## config.mk

```make
export PLATFORM = sky130hd
export DESIGN_NAME = conv2d_cfg
export DESIGN_NICKNAME = d
export VERILOG_FILES = /design/src/rtl/conv2d_pkg.sv /design/src/rtl/conv2d_cfg.sv
export SDC_FILE = /design/constraint.sdc
export NUM_CORES = 1
export LEC_CHECK = 0
export BUFFER_PORTS_ARGS = -buffer_cell sky130_fd_sc_hd__buf_2
export CORE_ASPECT_RATIO = 0.8
export CORE_MARGIN = 8
export CORE_UTILIZATION = 46
export CTS_BUF_LIST = sky130_fd_sc_hd__clkbuf_8
export DETAILED_ROUTE_END_ITERATION = 8
export PLACE_DENSITY = 0.73
export RECOVER_POWER = 50
export SLEW_MARGIN = 20
export SYNTH_ARGS = -nofsm -noshare
export SYNTH_HDL_FRONTEND = slang
export SYNTH_SLANG_ARGS = --single-unit
```

## constraint.sdc

```tcl
create_clock -name clk -period 5.06 [get_ports clk]
set_clock_uncertainty 0.15 [all_clocks]
set_input_delay 0.253 -clock clk [delete_from_list [all_inputs] [get_ports clk]]
set_output_delay 0.253 -clock clk [all_outputs]
set_load 0.01 [all_outputs]
```

## src/rtl/conv2d_pkg.sv

```systemverilog
`default_nettype none

package conv2d_pkg;

  // default geometry, handed to the top level parameters
  localparam int CONV2D_MAX_WIDTH  = 1024;
  localparam int CONV2D_MAX_HEIGHT = 4096;
  localparam int CONV2D_PIXEL_BITS = 8;

  // configuration port
  localparam int CFG_IDX_W    = 3;
  localparam int CFG_DATA_W   = 24;
  localparam int CFG_WIDTH_W  = 11;
  localparam int CFG_HEIGHT_W = 13;
  localparam int KROW_W       = 24;
  localparam int COEF_W       = 8;

  localparam int RST_WIDTH  = 1024;
  localparam int RST_HEIGHT = 1024;

  localparam logic [CFG_IDX_W-1:0] REG_IMAGE_WIDTH   = 3'd0;
  localparam logic [CFG_IDX_W-1:0] REG_IMAGE_HEIGHT  = 3'd1;
  localparam logic [CFG_IDX_W-1:0] REG_KERNEL_TOP    = 3'd2;
  localparam logic [CFG_IDX_W-1:0] REG_KERNEL_MIDDLE = 3'd3;
  localparam logic [CFG_IDX_W-1:0] REG_KERNEL_BOTTOM = 3'd4;

  // result fields
  localparam int OUT_VALUE_W = 20;
  localparam int OUT_ROW_W   = 12;
  localparam int OUT_COL_W   = 10;

  // kernel rows, top row at index 0, left coefficient in the low byte
  typedef logic [2:0][KROW_W-1:0] kernel_t;

  // position of the centre pixel carried alongside a word
  typedef struct packed {
    logic [OUT_ROW_W-1:0] row;
    logic [OUT_COL_W-1:0] col;
    logic                 last;
  } conv2d_pos_t;

endpackage

`default_nettype wire

```

## src/rtl/conv2d_cfg.sv

```systemverilog
`default_nettype none

module conv2d_cfg
  import conv2d_pkg::*;
#(
  parameter int MAX_WIDTH  = CONV2D_MAX_WIDTH,
  parameter int MAX_HEIGHT = CONV2D_MAX_HEIGHT
) (
  input  wire logic                           clk,
  input  wire logic                           rst_n,
  input  wire logic                           cfg_valid,
  output logic                                cfg_ready,
  input  wire logic [CFG_IDX_W-1:0]           cfg_index,
  input  wire logic [CFG_DATA_W-1:0]          cfg_data,
  output logic [$clog2(MAX_WIDTH)-1:0]        width_m1,
  output logic [$clog2(MAX_HEIGHT)-1:0]       height_m1,
  output kernel_t                             kernel
);

  localparam int CW    = $clog2(MAX_WIDTH);
  localparam int RW    = $clog2(MAX_HEIGHT);
  localparam int W_RST = (RST_WIDTH > MAX_WIDTH) ? MAX_WIDTH : RST_WIDTH;
  localparam int H_RST = (RST_HEIGHT > MAX_HEIGHT) ? MAX_HEIGHT : RST_HEIGHT;

  logic [CW-1:0]           width_m1_r, width_m1_nxt;
  logic [RW-1:0]           height_m1_r, height_m1_nxt;
  kernel_t                 kernel_r;
  logic [CFG_WIDTH_W-1:0]  wdat;
  logic [CFG_HEIGHT_W-1:0] hdat;

  assign cfg_ready = 1'b1;
  assign wdat      = cfg_data[CFG_WIDTH_W-1:0];
  assign hdat      = cfg_data[CFG_HEIGHT_W-1:0];

  // sizes are clamped once on write and kept as size minus one
  always_comb begin
    priority if (32'(wdat) < 32'd3) begin
      width_m1_nxt = CW'(2);
    end else if (32'(wdat) > 32'(MAX_WIDTH)) begin
      width_m1_nxt = CW'(MAX_WIDTH - 1);
    end else begin
      width_m1_nxt = CW'(wdat - 1'b1);
    end
    priority if (32'(hdat) < 32'd3) begin
      height_m1_nxt = RW'(2);
    end else if (32'(hdat) > 32'(MAX_HEIGHT)) begin
      height_m1_nxt = RW'(MAX_HEIGHT - 1);
    end else begin
      height_m1_nxt = RW'(hdat - 1'b1);
    end
  end

  always_ff @(posedge clk) begin
    if (!rst_n) begin
      width_m1_r  <= CW'(W_RST - 1);
      height_m1_r <= RW'(H_RST - 1);
      kernel_r    <= '0;
    end else if (cfg_valid) begin
      unique case (cfg_index)
        REG_IMAGE_WIDTH:   width_m1_r  <= width_m1_nxt;
        REG_IMAGE_HEIGHT:  height_m1_r <= height_m1_nxt;
        REG_KERNEL_TOP:    kernel_r[0] <= cfg_data[KROW_W-1:0];
        REG_KERNEL_MIDDLE: kernel_r[1] <= cfg_data[KROW_W-1:0];
        REG_KERNEL_BOTTOM: kernel_r[2] <= cfg_data[KROW_W-1:0];
        default: ;
      endcase
    end
  end

  assign width_m1  = width_m1_r;
  assign height_m1 = height_m1_r;
  assign kernel    = kernel_r;

endmodule

`default_nettype wire

```

==> results.json <==
{
  "status": "complete, no violations",
  "place_congestion": 0.885,
  "floorplan.io_pins": 125,
  "clkLatencyLatePin_ns": 0.35,
  "post_dp_cell_area_mm2": 0.00434,
  "dpl.hpwl_um": 8370,
  "final.period_utilization_pct": 38.0,
  "synth_sequential_area_ratio_pct": 50.0,
  "post-route-drc-count": 0,
  "max-cap-violations": 0,
  "min_path_type": "primary input to flip-flop",
  "rsz0062_at_grt": "no",
  "path_clk_slew_ns": 0.09,
  "drt_pre_antenna_iters": 5,
  "total_leakage_power_nw": 1.58,
  "tightest_slew_ns": 1.08,
  "flow.area_growth_from_synthesis_pct": 20.4,
  "top_layer_used": "met4",
  "dominantRegCellSynth": "dfxtp_1",
  "final_hold_viol_count": 0,
  "routed_wirelength_um": 11900,
  "clock_tree.root_cell": "clkbuf_8",
  "holdWs_ns": 0.0161,
  "wirelength_met1_um": 5310,
  "dr_iter_0_viols": 317,
  "fmax_mhz": 520,
  "drive_above_1_share_pct": 10.1,
  "grt_max_degree": 84,
  "placement.setup.worst_slack_ns": 2.82,
  "total_power_mw": 1.45,
  "timing_max_transition_violations_final": 0,
  "global_route_wire_length_before_repair_um": 19100,
  "data_required_time_at_the_worst_endpoint_ns": 5.15,
  "ys_async_sr_fraction_pct": 0,
  "ir_worst_vdd_mv": 0.184,
  "critical_path_peak_fanout": 11,
  "r2r_cells": 2,
  "post_drt_wl_per_cell_um": 17.4,
  "finalCoreUtilization_pct": 57.0,
  "timing.max_slew.rel_slack_pct": 28.1,
  "vias_per_cell": 5.39,
  "numPlacedInstances": 662,
  "worstPathArrival_ns": 2.01,
  "synth.distinct_cells": 46,
  "placement.io_buffers": 123,
  "dieHeight_um": 96.9,
  "synth_area_mm2": 0.00376,
  "cts_buffer_depth": 2,
  "postLayoutSetupSlackWorst_ns": 3.14,
  "globalRoute.totalOverflow": 0,
  "layout.nets": 605,
  "fp-row-count": 29,
  "syn_inst": 469,
  "vias": 3691,
  "route.met3.wl_um": 977,
  "n_antenna_cell": 0,
  "layout.cells.non_filler": 685,
  "worst_hold_path.num_cells": 3,
  "grt_antenna_before_repair": 0,
  "critical_path.startpoint_type": "primary input",
  "ys_seq_elements": 94,
  "groute.usage.overall_pct": 21.3,
  "syn_avg_cell_area_um2": 8.02,
  "ctsHtreeMaxLevel": 3,
  "initial_utilization_pct": 47.3,
  "pwr_density_cell_mw_per_mm2": 321,
  "yosysWarnings": 0,
  "fin_crit_ns": 1.92,
  "first_global_vias": 3604,
  "die_footprint_mm2": 0.0113,
  "timing_worst_setup_path_type": "primary input to flip-flop",
  "cts-hold-fix-buffers": 7,
  "cts-resized-gates": 0,
  "numClockSinks": 94,
  "coreArea_mm2": 0.00795,
  "totalNegativeSetupSlack_ns": 0,
  "cts_buffers": 9,
  "met2RoutedLength_um": 5470,
  "syn_nets": 501,
  "setup_viol": 0,
  "clock_tree_from_tritoncts": "yes",
  "number_of_synthesized_flops_with_an_enable_pin": 0,
  "postLayoutCellArea_mm2": 0.00453,
  "dieWidth_um": 117,
  "critical_path.endpoint_type": "flip-flop",
  "antenna_violating_nets_post_route": 0,
  "postCtsSetupRepairBufs": 0
}
## placed cells by master, fill, tap and decap left out, types with 2 or more instances in the layout
master,count
o21a_1,2
o21ai_0,5
and3b_1,2
o21ai_1,7
nor4_1,3
buf_2,29
inv_1,4
nor4_4,2
clkbuf_8,10
dfxtp_1,94
a21boi_0,3
clkbuf_1,94
xor2_1,4
a21oi_1,86
ha_1,2
and3_1,2
nor2_1,5
bufinv_16,2
inv_2,2
nor3_1,8
dlygate4sd3_1,7
nor3b_1,2
o211ai_1,8
nand3_1,5
a211oi_1,5
or4b_1,2
nand2_1,157
## cells by family after synthesis
group,count (synthesis),synth area share (%)
XOR/XNOR,4,0.931
buffers and inverters,45,5.39
other,1,0.0997
adder cells (fa/ha/maj),2,0.665
AND/OR/NAND/NOR,197,23.3
AO/OA/AOI/OAI,126,19.6
flip-flops,94,50.0
## layer usage
metal / vias to the layer above / GRT usage, %
li1: 1786 / -
met1: 1757 / 27.8
met2: 134 / 33.3
met3: 14 / 6.71
met4: 0 / 5.01
met5: - / 0
## where the power goes
group	total (mW)	leakage, nW	internal [mW]	switching, mW
Combinational	0.135	0.705	0.0422	0.0927
Clock	0.552	0.113	0.291	0.261
Sequential	0.767	0.762	0.757	0.00969
## area by class of cell
cell class / instances / area (um2)
fill: 805 / 3420
sequential: 94 / 1880
multi-input combinational: 330 / 1680
timing repair buffer: 132 / 591
clock buffer: 10 / 138
tap: 108 / 135
clock inverter: 5 / 82.6
inverter: 6 / 22.5
## cell usage after synthesis (3+ instances only)
| master | n | area (um2) |
|---|---|---|
| a211oi_1 | 5 | 37.5 |
| a21boi_0 | 3 | 22.5 |
| a21oi_1 | 86 | 430 |
| buf_2 | 6 | 30.0 |
| buf_4 | 3 | 22.5 |
| clkbuf_1 | 28 | 105 |
| dfxtp_1 | 94 | 1880 |
| inv_1 | 5 | 18.8 |
| nand2_1 | 157 | 589 |
| nand3_1 | 5 | 25.0 |
| nor2_1 | 5 | 18.8 |
| nor3_1 | 8 | 40.0 |
| nor4_1 | 3 | 18.8 |
| o211ai_1 | 8 | 60.1 |
| o21ai_0 | 5 | 25.0 |
| o21ai_1 | 7 | 35.0 |
| xor2_1 | 4 | 35.0 |
## path summary, 6_finish.rpt
| kind | start | endpoint | slack, ns |
|---|---|---|---|
| worst max register to register | height_m1[11] | height_m1[11] | 4.10 |
| worst max-delay path | cfg_data[0] | width_m1[6] | 3.14 |
| worst min register to register | kernel[25] | kernel[25] | 0.31 |
| worst min-delay path | cfg_data[22] | kernel[70] | 0.02 |
## worst max-delay path, cell delays in order
cell	delay [ns]
buf_2	0.17
inv_1	0.12
ha_1	0.27
or4b_1	0.54
o21a_1	0.22
nor3_1	0.33
o21ai_1	0.10
## sequential cells by signal, summed over array words and instances, names as in the netlist
name,count
height_m1,12
kernel,72
width_m1,10
Power figures use the tool's default switching activity.
