===== config.mk =====
export PLATFORM = sky130hd
export DESIGN_NAME = conv2d_mac
export DESIGN_NICKNAME = d
export VERILOG_FILES = /design/src/rtl/conv2d_pkg.sv /design/src/rtl/conv2d_mac.sv
export SDC_FILE = /design/constraint.sdc
export NUM_CORES = 2
export LEC_CHECK = 0
export BUFFER_PORTS_ARGS = -buffer_cell sky130_fd_sc_hd__buf_2
export CAP_MARGIN = 10
export CORE_AREA = 4 4 269 192
export DETAILED_ROUTE_END_ITERATION = 7
export DIE_AREA = 0 0 273 196
export PLACE_DENSITY = 0.91
export SYNTH_ARGS = -nofsm -noshare
export SYNTH_HDL_FRONTEND = slang
export SYNTH_SLANG_ARGS = --single-unit

===== constraint.sdc =====
create_clock -name clk -period 7.2 [get_ports clk]
set_input_delay 1.08 -clock clk [delete_from_list [all_inputs] [get_ports clk]]
set_output_delay 1.08 -clock clk [all_outputs]
set_load 0.03 [all_outputs]

===== src/rtl/conv2d_pkg.sv =====
`default_nettype none

package conv2d_pkg;

  // default geometry, handed to the top level parameters
  localparam int CONV2D_MAX_WIDTH  = 1024;
  localparam int CONV2D_MAX_HEIGHT = 4096;
  localparam int CONV2D_PIXEL_BITS = 8;

  // configuration port
  localparam int CFG_IDX_W    = 3;
  localparam int CFG_DATA_W   = 24;
  localparam int CFG_WIDTH_W  = 11;
  localparam int CFG_HEIGHT_W = 13;
  localparam int KROW_W       = 24;
  localparam int COEF_W       = 8;

  localparam int RST_WIDTH  = 1024;
  localparam int RST_HEIGHT = 1024;

  localparam logic [CFG_IDX_W-1:0] REG_IMAGE_WIDTH   = 3'd0;
  localparam logic [CFG_IDX_W-1:0] REG_IMAGE_HEIGHT  = 3'd1;
  localparam logic [CFG_IDX_W-1:0] REG_KERNEL_TOP    = 3'd2;
  localparam logic [CFG_IDX_W-1:0] REG_KERNEL_MIDDLE = 3'd3;
  localparam logic [CFG_IDX_W-1:0] REG_KERNEL_BOTTOM = 3'd4;

  // result fields
  localparam int OUT_VALUE_W = 20;
  localparam int OUT_ROW_W   = 12;
  localparam int OUT_COL_W   = 10;

  // kernel rows, top row at index 0, left coefficient in the low byte
  typedef logic [2:0][KROW_W-1:0] kernel_t;

  // position of the centre pixel carried alongside a word
  typedef struct packed {
    logic [OUT_ROW_W-1:0] row;
    logic [OUT_COL_W-1:0] col;
    logic                 last;
  } conv2d_pos_t;

endpackage

`default_nettype wire


===== src/rtl/conv2d_mac.sv =====
`default_nettype none

module conv2d_mac
  import conv2d_pkg::*;
#(
  parameter int PIXEL_BITS = CONV2D_PIXEL_BITS
) (
  input  wire logic                              clk,
  input  wire logic                              rst_n,
  input  wire logic                              s2_valid,
  input  wire conv2d_pos_t                       s2_pos,
  input  wire logic [2:0][2:0][PIXEL_BITS-1:0]   win,
  input  wire kernel_t                           kernel,
  output logic                                   s2_take,
  output logic                                   out_valid,
  input  wire logic                              out_stall,
  output logic signed [OUT_VALUE_W-1:0]          out_value,
  output logic [OUT_ROW_W-1:0]                   out_row,
  output logic [OUT_COL_W-1:0]                   out_col,
  output logic                                   out_last_in_frame
);

  localparam int PROD_W = PIXEL_BITS + COEF_W + 1;
  localparam int SUM_W  = PROD_W + 4;
  localparam int EXT_W  = (SUM_W > OUT_VALUE_W) ? SUM_W : OUT_VALUE_W;

  logic signed [PROD_W-1:0]       prod_nxt [3][3];
  logic signed [PROD_W-1:0]       prod_r   [3][3];
  conv2d_pos_t                    pos3_r;
  logic                           s3_v_r;
  logic signed [SUM_W-1:0]        sum;
  logic signed [EXT_W-1:0]        sum_ext;
  logic                           out_v_r;
  logic signed [OUT_VALUE_W-1:0]  value_r;
  conv2d_pos_t                    pos_out_r;
  logic                           out_take;
  logic                           s3_take;
  logic                           s3_go;
  logic                           s2_go;

  assign out_take = !out_v_r || !out_stall;
  assign s3_take  = !s3_v_r || out_take;
  assign s3_go    = s3_v_r && out_take;
  assign s2_take  = s3_take;
  assign s2_go    = s2_valid && s3_take;

  // pixel is unsigned, coefficient is a signed byte
  always_comb begin
    for (int i = 0; i < 3; i++) begin
      for (int j = 0; j < 3; j++) begin
        prod_nxt[i][j] = $signed({1'b0, win[i][j]}) *
                         $signed(kernel[i][COEF_W*j +: COEF_W]);
      end
    end
  end

  always_comb begin
    sum = '0;
    for (int i = 0; i < 3; i++) begin
      for (int j = 0; j < 3; j++) begin
        sum = sum + SUM_W'(prod_r[i][j]);
      end
    end
    sum_ext = EXT_W'(sum);
  end

  always_ff @(posedge clk) begin
    if (!rst_n) begin
      s3_v_r  <= 1'b0;
      out_v_r <= 1'b0;
    end else begin
      if (s2_go) begin
        s3_v_r <= 1'b1;
      end else if (s3_go) begin
        s3_v_r <= 1'b0;
      end
      if (s3_go) begin
        out_v_r <= 1'b1;
      end else if (!out_stall) begin
        out_v_r <= 1'b0;
      end
    end
  end

  always_ff @(posedge clk) begin
    if (s2_go) begin
      prod_r <= prod_nxt;
      pos3_r <= s2_pos;
    end
    if (s3_go) begin
      value_r   <= sum_ext[OUT_VALUE_W-1:0];
      pos_out_r <= pos3_r;
    end
  end

  assign out_valid         = out_v_r;
  assign out_value         = value_r;
  assign out_row           = pos_out_r.row;
  assign out_col           = pos_out_r.col;
  assign out_last_in_frame = pos_out_r.last;

  a_out_from_s3: assert property (@(posedge clk) disable iff (!rst_n)
    $rose(out_v_r) |-> $past(s3_v_r))
    else $error("result word appeared without a product stage word");

endmodule

`default_nettype wire


==> qor.yml <==
outcome:
  outcome: "completed"
synthesis:
  syn-num-nets: 3959
  ys_async_sr_fraction: 0
  syn_area_per_cell_um2: 10.3
  ys_types: 59
  yosys_warnings: 0
  synth-seq-cells: 221
  synth_area_um2: 30100
  synth_edf_count: 219
  yosysSeqAreaShare: 0.220
  ys.flop_type: "edfxtp_1"
  synthCells: 2927
flow_run:
  max_cap_violations: 0
floorplanning:
  fp-row-count: 68
  die_w_um: 273
  dieHeight_um: 196
  design.core.area_um2: 48900
  die_area_um2: 53500
  start_util: 0.614
  num_io_pins: 216
route:
  finalWirelength_um: 67700
  wl_met2_um: 32200
  drtIter0Drc: 1673
  route.met3.wl_um: 5090
  drc_errors: 0
  routed.top_layer: "met5"
  wl_per_cell_um: 17.6
  ant_nets: 0
  vias: 20800
  wl_met1_um: 28800
  firstDrtPassIters: 6
  vias_per_cell: 5.41
sta:
  fin_tns_setup_ps: 0
  tightest_slew_ps: 845
  hold_violations: 0
  slew_headroom: 0.437
  timing.fmax_ghz: 0.198
  fin_worst_skew_ps: 20.1
  period_needed_ps: 5040
  slew_viol_final: 0
  finalSetupViolations: 0
  rsz0062_at_grt: "no"
  post-route-period-util: 0.700
setup_path:
  r2r_slack_ps: 2360
  r2r_cells: 15
  cp-endpoint: "prod_r[14]$_DFFE_PP_"
  critPathMaxFanout: 8
  cp-startpoint: "kernel[69]"
  critPathArrivalTime_ps: 5310
  critPathLaunchType: "input pin"
  worstPathRequired_ps: 7470
  r2r-start: "prod_r[104]$_DFFE_PP_"
  max_stage_delay_ps: 530
  timing.rr.end: "out_value[10]$_DFFE_PP_"
  worstSetupEndpointType: "register"
  crit_path_top_delay_cell: "fa_1"
  cp_cell_sequence: "buf_2 -> and2_1 -> fa_1 -> inv_1 -> fa_1 -> inv_1 -> fa_1 -> inv_1 -> fa_1 -> inv_1 -> ha_1 -> o21ai_0 -> a211oi_1 -> or3_1 -> o31a_1 -> xor2_1"
  setup.worst_path.class: "input pin to register"
cts:
  cts.reportedPaths.clkPinSlew_ps: 60
  cts.repair.resized: 0
  holdBufCountCts: 0
  cts_sinks: 221
  h-tree-depth: 1
  cts_buffers: 23
  cts_tree: "yes"
  cts_setup_buffers: 0
  clock_path_buffers: 3
  cts_root_buf: "clkbuf_16"
  insertion_delay_ps: 530
grt:
  grt_max_degree: 64
  gr-usage-all-layers: 0.260
  grt_pass1_wl_um: 112000
  antenna_found_initial: 3
  grt_pass1_vias: 21900
  overflow: 0
place:
  port_buffers: 215
  gp_congestion: 0.926
  dp_hpwl_um: 56800
finish:
  drive_gt1_frac: 0.0824
  syn_to_final_growth_pct: 8.83
  fin_nets: 4199
min_path:
  hold_class: "register to register"
==> area by class of cell <==
cell class | instances | area, um2
clock inverter | 12 | 128
inverter | 715 | 2680
clock buffer | 26 | 587
tap | 665 | 832
antenna | 3 | 7.51
timing repair buffer | 218 | 1100
fill | 3556 | 16200
multi-input combinational | 1988 | 20800
sequential | 221 | 6620
==> worst max-delay path, delay by kind of cell <==
kind                     cells  cell delay [ps]
adder cells (fa/ha/maj)      5             2330
buffers and inverters        5              370
AO/OA/AOI/OAI                3              780
XOR/XNOR                     1              140
AND/OR/NAND/NOR              2              600
==> cells in the final DEF (no fill, tap or decap), types with 4 or more instances in the layout <==
master	instances
a211oi_1	11
a21o_1	33
a21oi_1	78
a31oi_1	5
and2_1	288
and3_1	4
buf_2	215
clkbuf_16	23
edfxtp_1	219
fa_1	454
ha_1	407
inv_1	715
inv_6	4
nand2_1	254
nand2b_1	55
nand3_1	12
nand4_1	4
nor2_1	77
nor2b_1	21
nor3_1	9
o211ai_1	7
o21a_1	17
o21ai_0	61
o21bai_1	12
o31a_1	8
or3_1	9
xnor2_1	87
xor2_1	27
==> Yosys cell counts (3+ instances only) <==
library cell	instances	area share
inv_1	715	0.089
fa_1	454	0.30
ha_1	407	0.17
and2_1	289	0.060
nand2_1	254	0.032
edfxtp_1	219	0.22
xnor2_1	87	0.025
a21oi_1	78	0.013
nor2_1	77	0.0096
o21ai_0	61	0.010
nand2b_1	55	0.011
a21o_1	33	0.0082
xor2_1	27	0.0079
nor2b_1	21	0.0044
o21a_1	17	0.0042
nand3_1	12	0.0020
o21bai_1	12	0.0030
a211oi_1	11	0.0027
nor3_1	9	0.0015
or3_1	9	0.0019
o31a_1	8	0.0023
o211ai_1	7	0.0017
a31oi_1	5	0.0010
and3_1	4	0.00083
nand4_1	4	0.00083
a21boi_0	3	0.00075
mux2i_1	3	0.0010
nand3b_1	3	0.00075
o31ai_1	3	0.00075
o41ai_1	3	0.00087
==> registers in the layout, summed over array words and instances, names as in the netlist <==
name               count
out_col               10
out_row               12
out_value             20
out_valid              1
s3_v_r                 1
out_last_in_frame      1
pos3_r                23
prod_r               153
==> metrics by stage <==
step	setup WS [ps]	hold slack, ps	instance area, um2	instances	util
floorplan	1210	400	30100	2927	-
global placement	1820	400	32000	3807	0.654
detailed placement	1760	405	32000	3807	0.654
CTS	2210	419	32700	3845	0.668
global route	2050	425	32700	3848	0.669
finish	2160	418	32700	3848	0.669
==> cell families (layout without fill, tap and decap cells) <==
kind of cell | after synthesis | after routing | share of synthesized area
compound gates | 267 | 267 | 0.0573
xor+xnor | 114 | 114 | 0.0332
fa+ha+maj | 861 | 861 | 0.472
buf+inv | 718 | 971 | 0.0897
flops | 221 | 221 | 0.220
mux | 3 | 3 | 0.000999
other cells | 0 | 3 | 0
simple gates | 743 | 743 | 0.127
==> per-layer routing <==
layer  global-route usage  vias up
met4               0.0500        2
met1                0.371    10300
met5                    0        -
met2                0.427      756
li1                     -     9632
met3               0.0430      108
==> worst min-delay path by stage <==
stage,from,to,slack (ps),cells after the start
after floorplan,pos3_r[1]$_DFFE_PP_,out_col[0]$_DFFE_PP_,400,0
after global placement,pos3_r[6]$_DFFE_PP_,out_col[5]$_DFFE_PP_,400,0
after detailed placement,pos3_r[13]$_DFFE_PP_,out_row[2]$_DFFE_PP_,400,0
after CTS,pos3_r[22]$_DFFE_PP_,out_row[11]$_DFFE_PP_,420,0
after global routing,pos3_r[7]$_DFFE_PP_,out_col[6]$_DFFE_PP_,420,0
final,pos3_r[17]$_DFFE_PP_,out_row[6]$_DFFE_PP_,420,0
Power is not shown: default switching activity piles up to over one toggle a cycle in this logic, so the estimate is an artifact.
