[src/rtl/conv2d_pkg.sv]
`default_nettype none

package conv2d_pkg;

  // default geometry, handed to the top level parameters
  localparam int CONV2D_MAX_WIDTH  = 1024;
  localparam int CONV2D_MAX_HEIGHT = 4096;
  localparam int CONV2D_PIXEL_BITS = 8;

  // configuration port
  localparam int CFG_IDX_W    = 3;
  localparam int CFG_DATA_W   = 24;
  localparam int CFG_WIDTH_W  = 11;
  localparam int CFG_HEIGHT_W = 13;
  localparam int KROW_W       = 24;
  localparam int COEF_W       = 8;

  localparam int RST_WIDTH  = 1024;
  localparam int RST_HEIGHT = 1024;

  localparam logic [CFG_IDX_W-1:0] REG_IMAGE_WIDTH   = 3'd0;
  localparam logic [CFG_IDX_W-1:0] REG_IMAGE_HEIGHT  = 3'd1;
  localparam logic [CFG_IDX_W-1:0] REG_KERNEL_TOP    = 3'd2;
  localparam logic [CFG_IDX_W-1:0] REG_KERNEL_MIDDLE = 3'd3;
  localparam logic [CFG_IDX_W-1:0] REG_KERNEL_BOTTOM = 3'd4;

  // result fields
  localparam int OUT_VALUE_W = 20;
  localparam int OUT_ROW_W   = 12;
  localparam int OUT_COL_W   = 10;

  // kernel rows, top row at index 0, left coefficient in the low byte
  typedef logic [2:0][KROW_W-1:0] kernel_t;

  // position of the centre pixel carried alongside a word
  typedef struct packed {
    logic [OUT_ROW_W-1:0] row;
    logic [OUT_COL_W-1:0] col;
    logic                 last;
  } conv2d_pos_t;

endpackage

`default_nettype wire

[src/rtl/conv2d_window.sv]
`default_nettype none

module conv2d_window
  import conv2d_pkg::*;
#(
  parameter int PIXEL_BITS = CONV2D_PIXEL_BITS
) (
  input  wire logic                  clk,
  input  wire logic                  rst_n,
  input  wire logic                  s1_valid,
  input  wire logic                  s1_produce,
  input  wire conv2d_pos_t           s1_pos,
  input  wire logic [PIXEL_BITS-1:0] s1_pixel,
  input  wire logic [PIXEL_BITS-1:0] s1_top,
  input  wire logic [PIXEL_BITS-1:0] s1_mid,
  output logic                       s1_take,
  input  wire logic                  s2_take,
  output logic                       s2_valid,
  output conv2d_pos_t                s2_pos,
  output logic [2:0][2:0][PIXEL_BITS-1:0] win
);

  logic [2:0][2:0][PIXEL_BITS-1:0] win_r;
  logic                            s2_v_r;
  conv2d_pos_t                     pos2_r;
  logic                            s1_go;

  assign s1_take = !s2_v_r || s2_take;
  assign s1_go   = s1_valid && s1_take;

  // window shifts on every pixel; only interior ones move on as a word
  always_ff @(posedge clk) begin
    if (!rst_n) begin
      win_r  <= '0;
      s2_v_r <= 1'b0;
    end else begin
      if (s1_go) begin
        for (int i = 0; i < 3; i++) begin
          win_r[i][0] <= win_r[i][1];
          win_r[i][1] <= win_r[i][2];
        end
        win_r[0][2] <= s1_top;
        win_r[1][2] <= s1_mid;
        win_r[2][2] <= s1_pixel;
        s2_v_r      <= s1_produce;
      end else if (s2_take) begin
        s2_v_r <= 1'b0;
      end
    end
  end

  always_ff @(posedge clk) begin
    if (s1_go) begin
      pos2_r <= s1_pos;
    end
  end

  assign s2_valid = s2_v_r;
  assign s2_pos   = pos2_r;
  assign win      = win_r;

  a_win_hold: assert property (@(posedge clk) disable iff (!rst_n)
    s2_v_r && !s2_take |=> $stable(win_r) && s2_v_r)
    else $error("window moved under a waiting word");

endmodule

`default_nettype wire

[config.mk]
export PLATFORM = sky130hd
export DESIGN_NAME = conv2d_window
export DESIGN_NICKNAME = d
export VERILOG_FILES = /design/src/rtl/conv2d_pkg.sv /design/src/rtl/conv2d_window.sv
export SDC_FILE = /design/constraint.sdc
export NUM_CORES = 1
export LEC_CHECK = 0
export BUFFER_PORTS_ARGS = -buffer_cell sky130_fd_sc_hd__buf_2
export CORE_MARGIN = 4
export CORE_UTILIZATION = 50
export CTS_BUF_LIST = sky130_fd_sc_hd__clkbuf_4 sky130_fd_sc_hd__clkbuf_8 sky130_fd_sc_hd__clkbuf_16
export CTS_CLUSTER_DIAMETER = 80
export DETAILED_ROUTE_END_ITERATION = 6
export HOLD_SLACK_MARGIN = 0.12
export PLACE_DENSITY = 0.84
export SLEW_MARGIN = 20
export SYNTH_ARGS = -nofsm -noshare
export SYNTH_HDL_FRONTEND = slang
export SYNTH_SLANG_ARGS = --single-unit
[constraint.sdc]
create_clock -name clk -period 3.9 [get_ports clk]
set_input_delay 0.78 -clock clk [delete_from_list [all_inputs] [get_ports clk]]
set_output_delay 0.78 -clock clk [all_outputs]
set_load 0.01 [all_outputs]
==> flow_summary.ini, run 1 <==
[layout]
n_antenna_cell = 0
finalNetCount = 483
area_growth_pct = 28.74
nFillCells = 513
final_util_pct = 67.29
drive_above_1_share_pct = 38.99

[logic_synthesis]
synthCells = 293
syn_area_per_cell_um2 = 11.46
synth_area_um2 = 3357
ys_ff_latch = 96
synth_area_leaders = dfxtp_1 44%, edfxtp_1 21%, mux2i_1 14%, nand2_1 8.2%, nand4_1 4.5%
yosysWarnings = 0
synth_top_cell_by_area = dfxtp_1
seq_area_frac_synth_pct = 64.11
syn-num-nets = 345
yosysTopAreaCellShare_pct = 43.53
yosysUniqueCellTypes = 14

[place]
finalWeightedCongestion = 0.7540
hpwl_um = 5500
io_buffers = 148

[sta]
tightest_slew_ns = 0.5645
skew_ns = 0.008067
hold_violations = 0
tns_ns = 0
min_period_ns = 2.220
finalSetupViolCount = 0
slew_violations = 0
post-route-period-util_pct = 56.92
grt_setup_unrepaired = false
max_slew_margin_pct = 62.37
max_freq_ghz = 0.4505

[setup_path]
r2r_setup_slack_ns = 1.93
critPathMaxFanout = 43
reg2regPathDepth = 5
rr_startpoint = s2_valid
start_kind = input pin
timing.rr.end = win[36]
critPathKind = in2reg
arrival_ns = 2.49
required_ns = 4.17
end_kind = flop

[global_routing]
antenna_found_initial = 0
grt_pass1_vias = 2677
grt_use_total_pct = 19.04
grt_max_degree = 98
grt_pass1_wl_um = 12680
grt.overflow.total = 0

[min_path]
min_path_type = reg2reg
min_to = win[5]
hp-start = win[5]
holdPathStages = 2

[floorplanning]
die_area_um2 = 8089
core_area_um2 = 6422
fp.dieH_um = 89.94
rows = 29
initial_core_util_pct = 52.27
fp.dieW_um = 89.94
ios = 149

[detailed_routing]
avgRoutedWirePerCell_um = 15.24
avgViaCountPerCell = 5.111
drtAntennaViolNets = 0
drc = 0
drt_iter0_markers = 102
first_pass_iters = 4
wirelength_um = 7817
vias = 2622

[cts]
clockBufferDepth = 2
cts_made_buffers = 9
post-cts-setup-buffers = 0
cts_tree = done
htree_levels = 3
cts_num_sinks = 96
ctsResizeCount = 0
hold_buffers = 0
clk_pin_slew_ns = 0.09
clock_latency_ns = 0.34
ctsRootBufferMaster = clkbuf_8

[flow_run]
cap_viol_max_count = 0

[power]
p_total_w = 0.001968
irDropWorstVdd_v = 0.0002795
p_per_area_nw_per_um2 = 455.4
leakagePower_nw = 2.042

[outcome]
status = completed
flip-flops by register name, summed over array words and instances, names as in the netlist:
signal / flops
s2_valid: 1
s2_pos: 23
win: 72
report_power, final:
group          switching, W  internal, W
Clock              0.000332     0.000372
Sequential        0.0000178      0.00106
Combinational      0.000108    0.0000759
per-stage QoR:
step	cells	setup slack, ns	hold WS (ns)	area [µm²]
2_1_floorplan	293	1.801	0.4790	3357
3_3_place_gp	497	1.387	0.4398	4096
3_5_place_dp	497	1.312	0.4530	4096
4_1_cts	513	1.678	0.4660	4322
5_1_grt	513	1.537	0.4888	4322
6_report	513	1.680	0.4634	4322
routing by layer:
layer  GRT usage (%)  wire [µm]
met2           34.46       4119
met3           4.508        389
met5               0          0
met1           21.42       3129
met4           8.036        179
synthesized netlist by cell type (all sizes together):
cell type,instances
a21boi,1
buf,10
clkbuf,14
dfxtp,73
edfxtp,23
inv,1
mux2i,48
nand2,74
nand2b,1
nand4,24
o21ai,24
logic make-up (layout without fill, tap and decap cells):
| logic type | after synthesis | after routing | synth area share [%] |
|---|---|---|---|
| and+or+nand+nor | 99 | 99 | 13.64 |
| DFF | 96 | 96 | 64.11 |
| buffers and inverters | 25 | 168 | 4.137 |
| muxes | 48 | 48 | 14.31 |
| AOI/OAI and AO/OA | 25 | 25 | 3.802 |
critical path, stage by stage:
cell and delay [ns]:
buf_2 0.45, nand2_8 0.13, inv_4 0.44, buf_4 0.42, mux2i_1 0.23
worst max-delay path by stage:
stage                     startpoint  endpoint  slack, ns  cells after the start
after floorplan              s2_take   s1_take       1.80                      3
after global placement      s1_valid    win[0]       1.39                      5
after detailed placement    s1_valid   win[27]       1.31                      5
after CTS                   s1_valid   win[36]       1.68                      5
after global routing        s1_valid   win[33]       1.54                      5
final                       s1_valid   win[36]       1.68                      5
final cells by class:
cell class	instances	area, µm²	share of cell area [%]
sequential	96	2152	49.80
multi-input combinational	172	1066	24.67
timing repair buffer	151	775.7	17.95
clock buffer	10	131.4	3.040
tap	77	96.34	2.229
clock inverter	6	93.84	2.171
inverter	1	6.256	0.1448
layout by cell type, fill, tap and decap left out, drive strengths merged:
master | Yosys | final
buf | 10 | 151
inv | 1 | 1
nand2 | 74 | 74
dfxtp | 73 | 73
mux2i | 48 | 48
edfxtp | 23 | 23
nand4 | 24 | 24
bufinv | 0 | 2
clkbuf | 14 | 10
clkinvlp | 0 | 1
a21boi | 1 | 1
o21ai | 24 | 24
clkinv | 0 | 3
nand2b | 1 | 1
Note: power is estimated with default switching activity, not from simulation.
==> run 2, diff against run 1 <==
CORE_UTILIZATION = 46   (was 50)
PLACE_DENSITY = 0.78   (was 0.84)
clock period = 2.3 ns   (was 3.9 ns; I/O delays follow)
==> flow_summary.ini, run 2 (synthesis results as in run 1) <==
[place]
pre_cts_ws_ns = 0.6064
finalWeightedCongestion = 0.7261
placed_cells_incl_taps = 519
hpwl_um = 5818
io_buffers = 148

[min_path]
min_path_type = in2reg

[floorplanning]
rows = 30
ios = 149
initial_core_util_pct = 48.34
fp.dieH_um = 93.43
fp.dieW_um = 93.43
core_area_um2 = 6944
die_area_um2 = 8728

[sta]
finalSetupViolCount = 0
fin_ws_ns = 0.5656
post-route-period-util_pct = 75.41
grt_setup_unrepaired = false
min_period_ns = 1.734
tns_ns = 0
skew_ns = 0.007892
tightest_slew_ns = 0.3705
holdWs_ns = 0.2850
slew_violations = 0
max_slew_margin_pct = 75.30
hold_violations = 0
max_freq_ghz = 0.5766

[layout]
stdcell_count = 535
largest_register_ffs = 72
n_antenna_cell = 0
final_cell_mix = 148 x buf_2, 73 x nand2_1, 73 x dfxtp_1, 48 x mux2i_1
drive_above_1_share_pct = 38.95
finalNetCount = 486
final_util_pct = 63.57
nFillCells = 578
area_growth_pct = 31.49
final_common_cell = buf_2

[global_routing]
grt_pass1_vias = 2615
grt_max_degree = 57
grtUsageMet3_pct = 3.298
antenna_found_initial = 0
grt_pass1_wl_um = 12590
grt_use_total_pct = 18.33
grt.overflow.total = 0
grt-busiest-layer = met2
grt_util_met1_pct = 20.97
grt_use_met2_pct = 32.64

[cts]
cts_num_sinks = 96
cts_tree = done
clock_latency_ns = 0.34
hold_buffers = 0
htree_levels = 3
ctsRootBufferMaster = clkbuf_8
post-cts-setup-buffers = 0
clk_pin_slew_ns = 0.09
clockBufferDepth = 2
cts_made_buffers = 9
ctsResizeCount = 0

[detailed_routing]
drtAntennaViolNets = 0
first_pass_iters = 4
drc = 0
vias = 2655
drt_iter0_markers = 93
wirelength_um = 7999
avgViaCountPerCell = 4.963
avgRoutedWirePerCell_um = 14.95

[setup_path]
start_kind = flop
arrival_ns = 1.27
critPathKind = reg2out
cp_num_buf_inv = 2
cp_top_family = buffers and inverters
critPathMaxFanout = 26
cp_cell_sequence = nand2b_4, buf_4, buf_2
cpPeakStageDelay_ns = 0.34
end_kind = output port
cp_slowest_cell = dfxtp_1
required_ns = 1.84

[power]
leakagePower_nw = 2.073
p_per_area_nw_per_um2 = 775.5
irDropWorstVdd_v = 0.0002837

[flow_run]
cap_viol_max_count = 0

[outcome]
status = completed
run 2: changes by cell type in the layout (fill, tap and decap cells not counted):
cell	change
clkbuf_4	-1
buf_12	+3
bufinv_16	+1
clkinv_2	+1
clkinv_4	-3
clkinv_1	+2
run 2: worst paths after layout:
| path | end | from | slack [ns] | cells after the start |
|---|---|---|---|---|
| hold reg to reg | win[49] | win[49] | 0.46 | 2 |
| setup reg to reg | win[10] | s2_valid | 0.87 | 5 |
| hold / removal | s2_pos[9] | s1_pos[9] | 0.29 | 1 |
| setup / recovery | s1_take | s2_valid | 0.57 | 3 |
run 2: metal layers:
layer  share of wire, %  up-vias  routed length, µm
met5                  0        -                  0
met3                4.6       18                365
met4                2.8        0                225
li1                   -     1299                  -
met1                 39     1253               3115
met2                 54       85               4292
run 2: layout make-up:
class                           count  area (µm²)  area share, %
Inverter                            1       6.256         0.1417
Clock buffer                        9       123.9          2.806
Timing Repair Buffer              154       835.8          18.93
Sequential cell                    96        2152          48.75
Tap cell                           96       120.1          2.721
Multi-Input combinational cell    172        1066          24.15
Clock inverter                      7       110.1          2.494
run 2: power by group:
group,internal [W],switching [W]
clock network,0.000713,0.000551
registers,0.00180,0.0000308
logic,0.000140,0.000187
total,0.00265,0.000769
run 2: metrics by stage:
stage	area [µm²]	total power [W]
2_1_floorplan	3357	0.002050
3_3_place_gp	4180	0.002190
3_5_place_dp	4180	0.002201
4_1_cts	4414	0.003456
5_1_grt	4414	0.003558
6_report	4414	0.003423
==> run 3, diff against run 2 <==
CORE_UTILIZATION = 42   (was 46)
PLACE_DENSITY = 0.75   (was 0.78)
clock period = 1.4 ns   (was 2.3 ns; I/O delays follow)
==> flow_summary.ini, run 3 (synthesis results as in run 1) <==
[sta]
post-route-period-util_pct = 95.45
max_freq_ghz = 0.7484
hold_violations = 0
tns_ns = 0
skew_ns = 0.009757
max_slew_margin_pct = 80.35
finalSetupViolCount = 0
min_period_ns = 1.336
grt_setup_unrepaired = false
slew_violations = 0
tightest_slew_ns = 0.2947

[place]
io_buffers = 148
hpwl_um = 5890
placed_cells_incl_taps = 528
finalWeightedCongestion = 0.7558
place_area_um2 = 4223

[floorplanning]
die_area_um2 = 9487
initial_core_util_pct = 43.22
rows = 32
core_area_um2 = 7767
ios = 149
fp.dieH_um = 97.40
fp.dieW_um = 97.40

[setup_path]
required_ns = 1.12
critPathKind = reg2out
cpPeakStageDelay_ns = 0.34
rr_startpoint = s2_valid
cp-startpoint = s2_valid
start_kind = flop
cp_num_buf_inv = 1
cp_slowest_cell = dfxtp_2
critPathMaxFanout = 13
arrival_ns = 1.06
cp_top_family = flip-flops
cp_cell_sequence = nand2b_4, buf_2
end_kind = output port

[global_routing]
grt_max_degree = 51
grt_use_total_pct = 17.35
grt_pass1_vias = 2672
grt.overflow.total = 0
grt_pass1_wl_um = 13320
antenna_found_initial = 0

[layout]
largest_register_ffs = 72
finalNetCount = 512
nFillCells = 673
area_growth_pct = 39.17
n_antenna_cell = 0
multi_input_area_um2 = 1066
stdcell_count = 567
final-seq-area_um2 = 2153
drive_above_1_share_pct = 38.06
final_cell_mix = 148 x buf_2, 73 x nand2_1, 72 x dfxtp_1, 48 x mux2i_1
finalInstanceArea_um2 = 4672
final_common_cell = buf_2

[detailed_routing]
wirelength_um = 8521
first_pass_iters = 4
vias = 2757
drt_iter0_markers = 120
drc = 0
avgViaCountPerCell = 4.862
drtAntennaViolNets = 0
avgRoutedWirePerCell_um = 15.03

[outcome]
status = completed

[cts]
cts_num_sinks = 96
post-cts-setup-buffers = 0
htree_levels = 3
clockBufferDepth = 2
cts_made_buffers = 9
ctsRootBufferMaster = clkbuf_8
clk_pin_slew_ns = 0.09
cts_tree = done
clock_latency_ns = 0.35

[flow_run]
cap_viol_max_count = 0

[power]
irDropWorstVdd_v = 0.0005759
leakagePower_nw = 2.182
p_total_w = 0.005406
p_per_area_nw_per_um2 = 1157

[min_path]
min_path_type = in2reg
hp-start = s1_mid[3]
## run 3: through the flow
| step | utilization, % | setup slack (ns) | hold slack (ns) |
|---|---|---|---|
| 3_5_place_dp | 54.37 | 0.1127 | 0.4474 |
| 5_1_grt | 60.15 | 0.01144 | 0.1369 |
| 4_1_cts | 59.83 | 0.03887 | 0.1366 |
| 3_3_place_gp | 54.37 | 0.1430 | 0.4409 |
| 6_report | 60.15 | 0.06375 | 0.1557 |
| 2_1_floorplan | - | 0.01656 | 0.3789 |
## run 3: what timing repair did
action / 4_1_cts / 5_1_grt
cloned: 0 / 1
gates resized for setup: 1 / 0
hold buffers: 23 / 0
endpoints found under the setup margin: 1 / 5
endpoints found under the hold margin: 23 / 0
## run 3: path summary, 6_finish.rpt
| check | cells after the start | to | slack [ns] |
|---|---|---|---|
| worst min register to register | 2 | win[50] | 0.45 |
| worst min-delay path | 3 | win[43] | 0.16 |
| worst max-delay path | 2 | s1_take | 0.06 |
| worst max register to register | 4 | s2_pos[20] | 0.08 |
## run 3: final cells by class
type                    instances  area share, %
flip-flops and latches         96          46.09
repair buffers                180          23.94
multi-input cells             172          22.82
clock buffers                  10          2.812
well taps                     102          2.732
clock inverters                 6          1.473
inverters                       1         0.1339
## run 3: report_power, final
group	internal [W]	switching, W
clock network	0.000855	0.000927
registers	0.00296	0.0000494
logic	0.000288	0.000326
## run 3: per-layer routing
layer,part of all wire (%),GRT usage (%),up-vias
li1,-,-,1354
met1,39,19.60,1320
met2,54,31.37,70
met3,4.7,3.877,13
met4,1.8,7.135,0
met5,0,0,-
## run 3: worst min-delay path, delay by kind of cell
| family | cells | cell delay, ns |
|---|---|---|
| buf+inv | 1 | 0.08 |
| compound gates | 1 | 0.07 |
| simple gates | 1 | 0.05 |
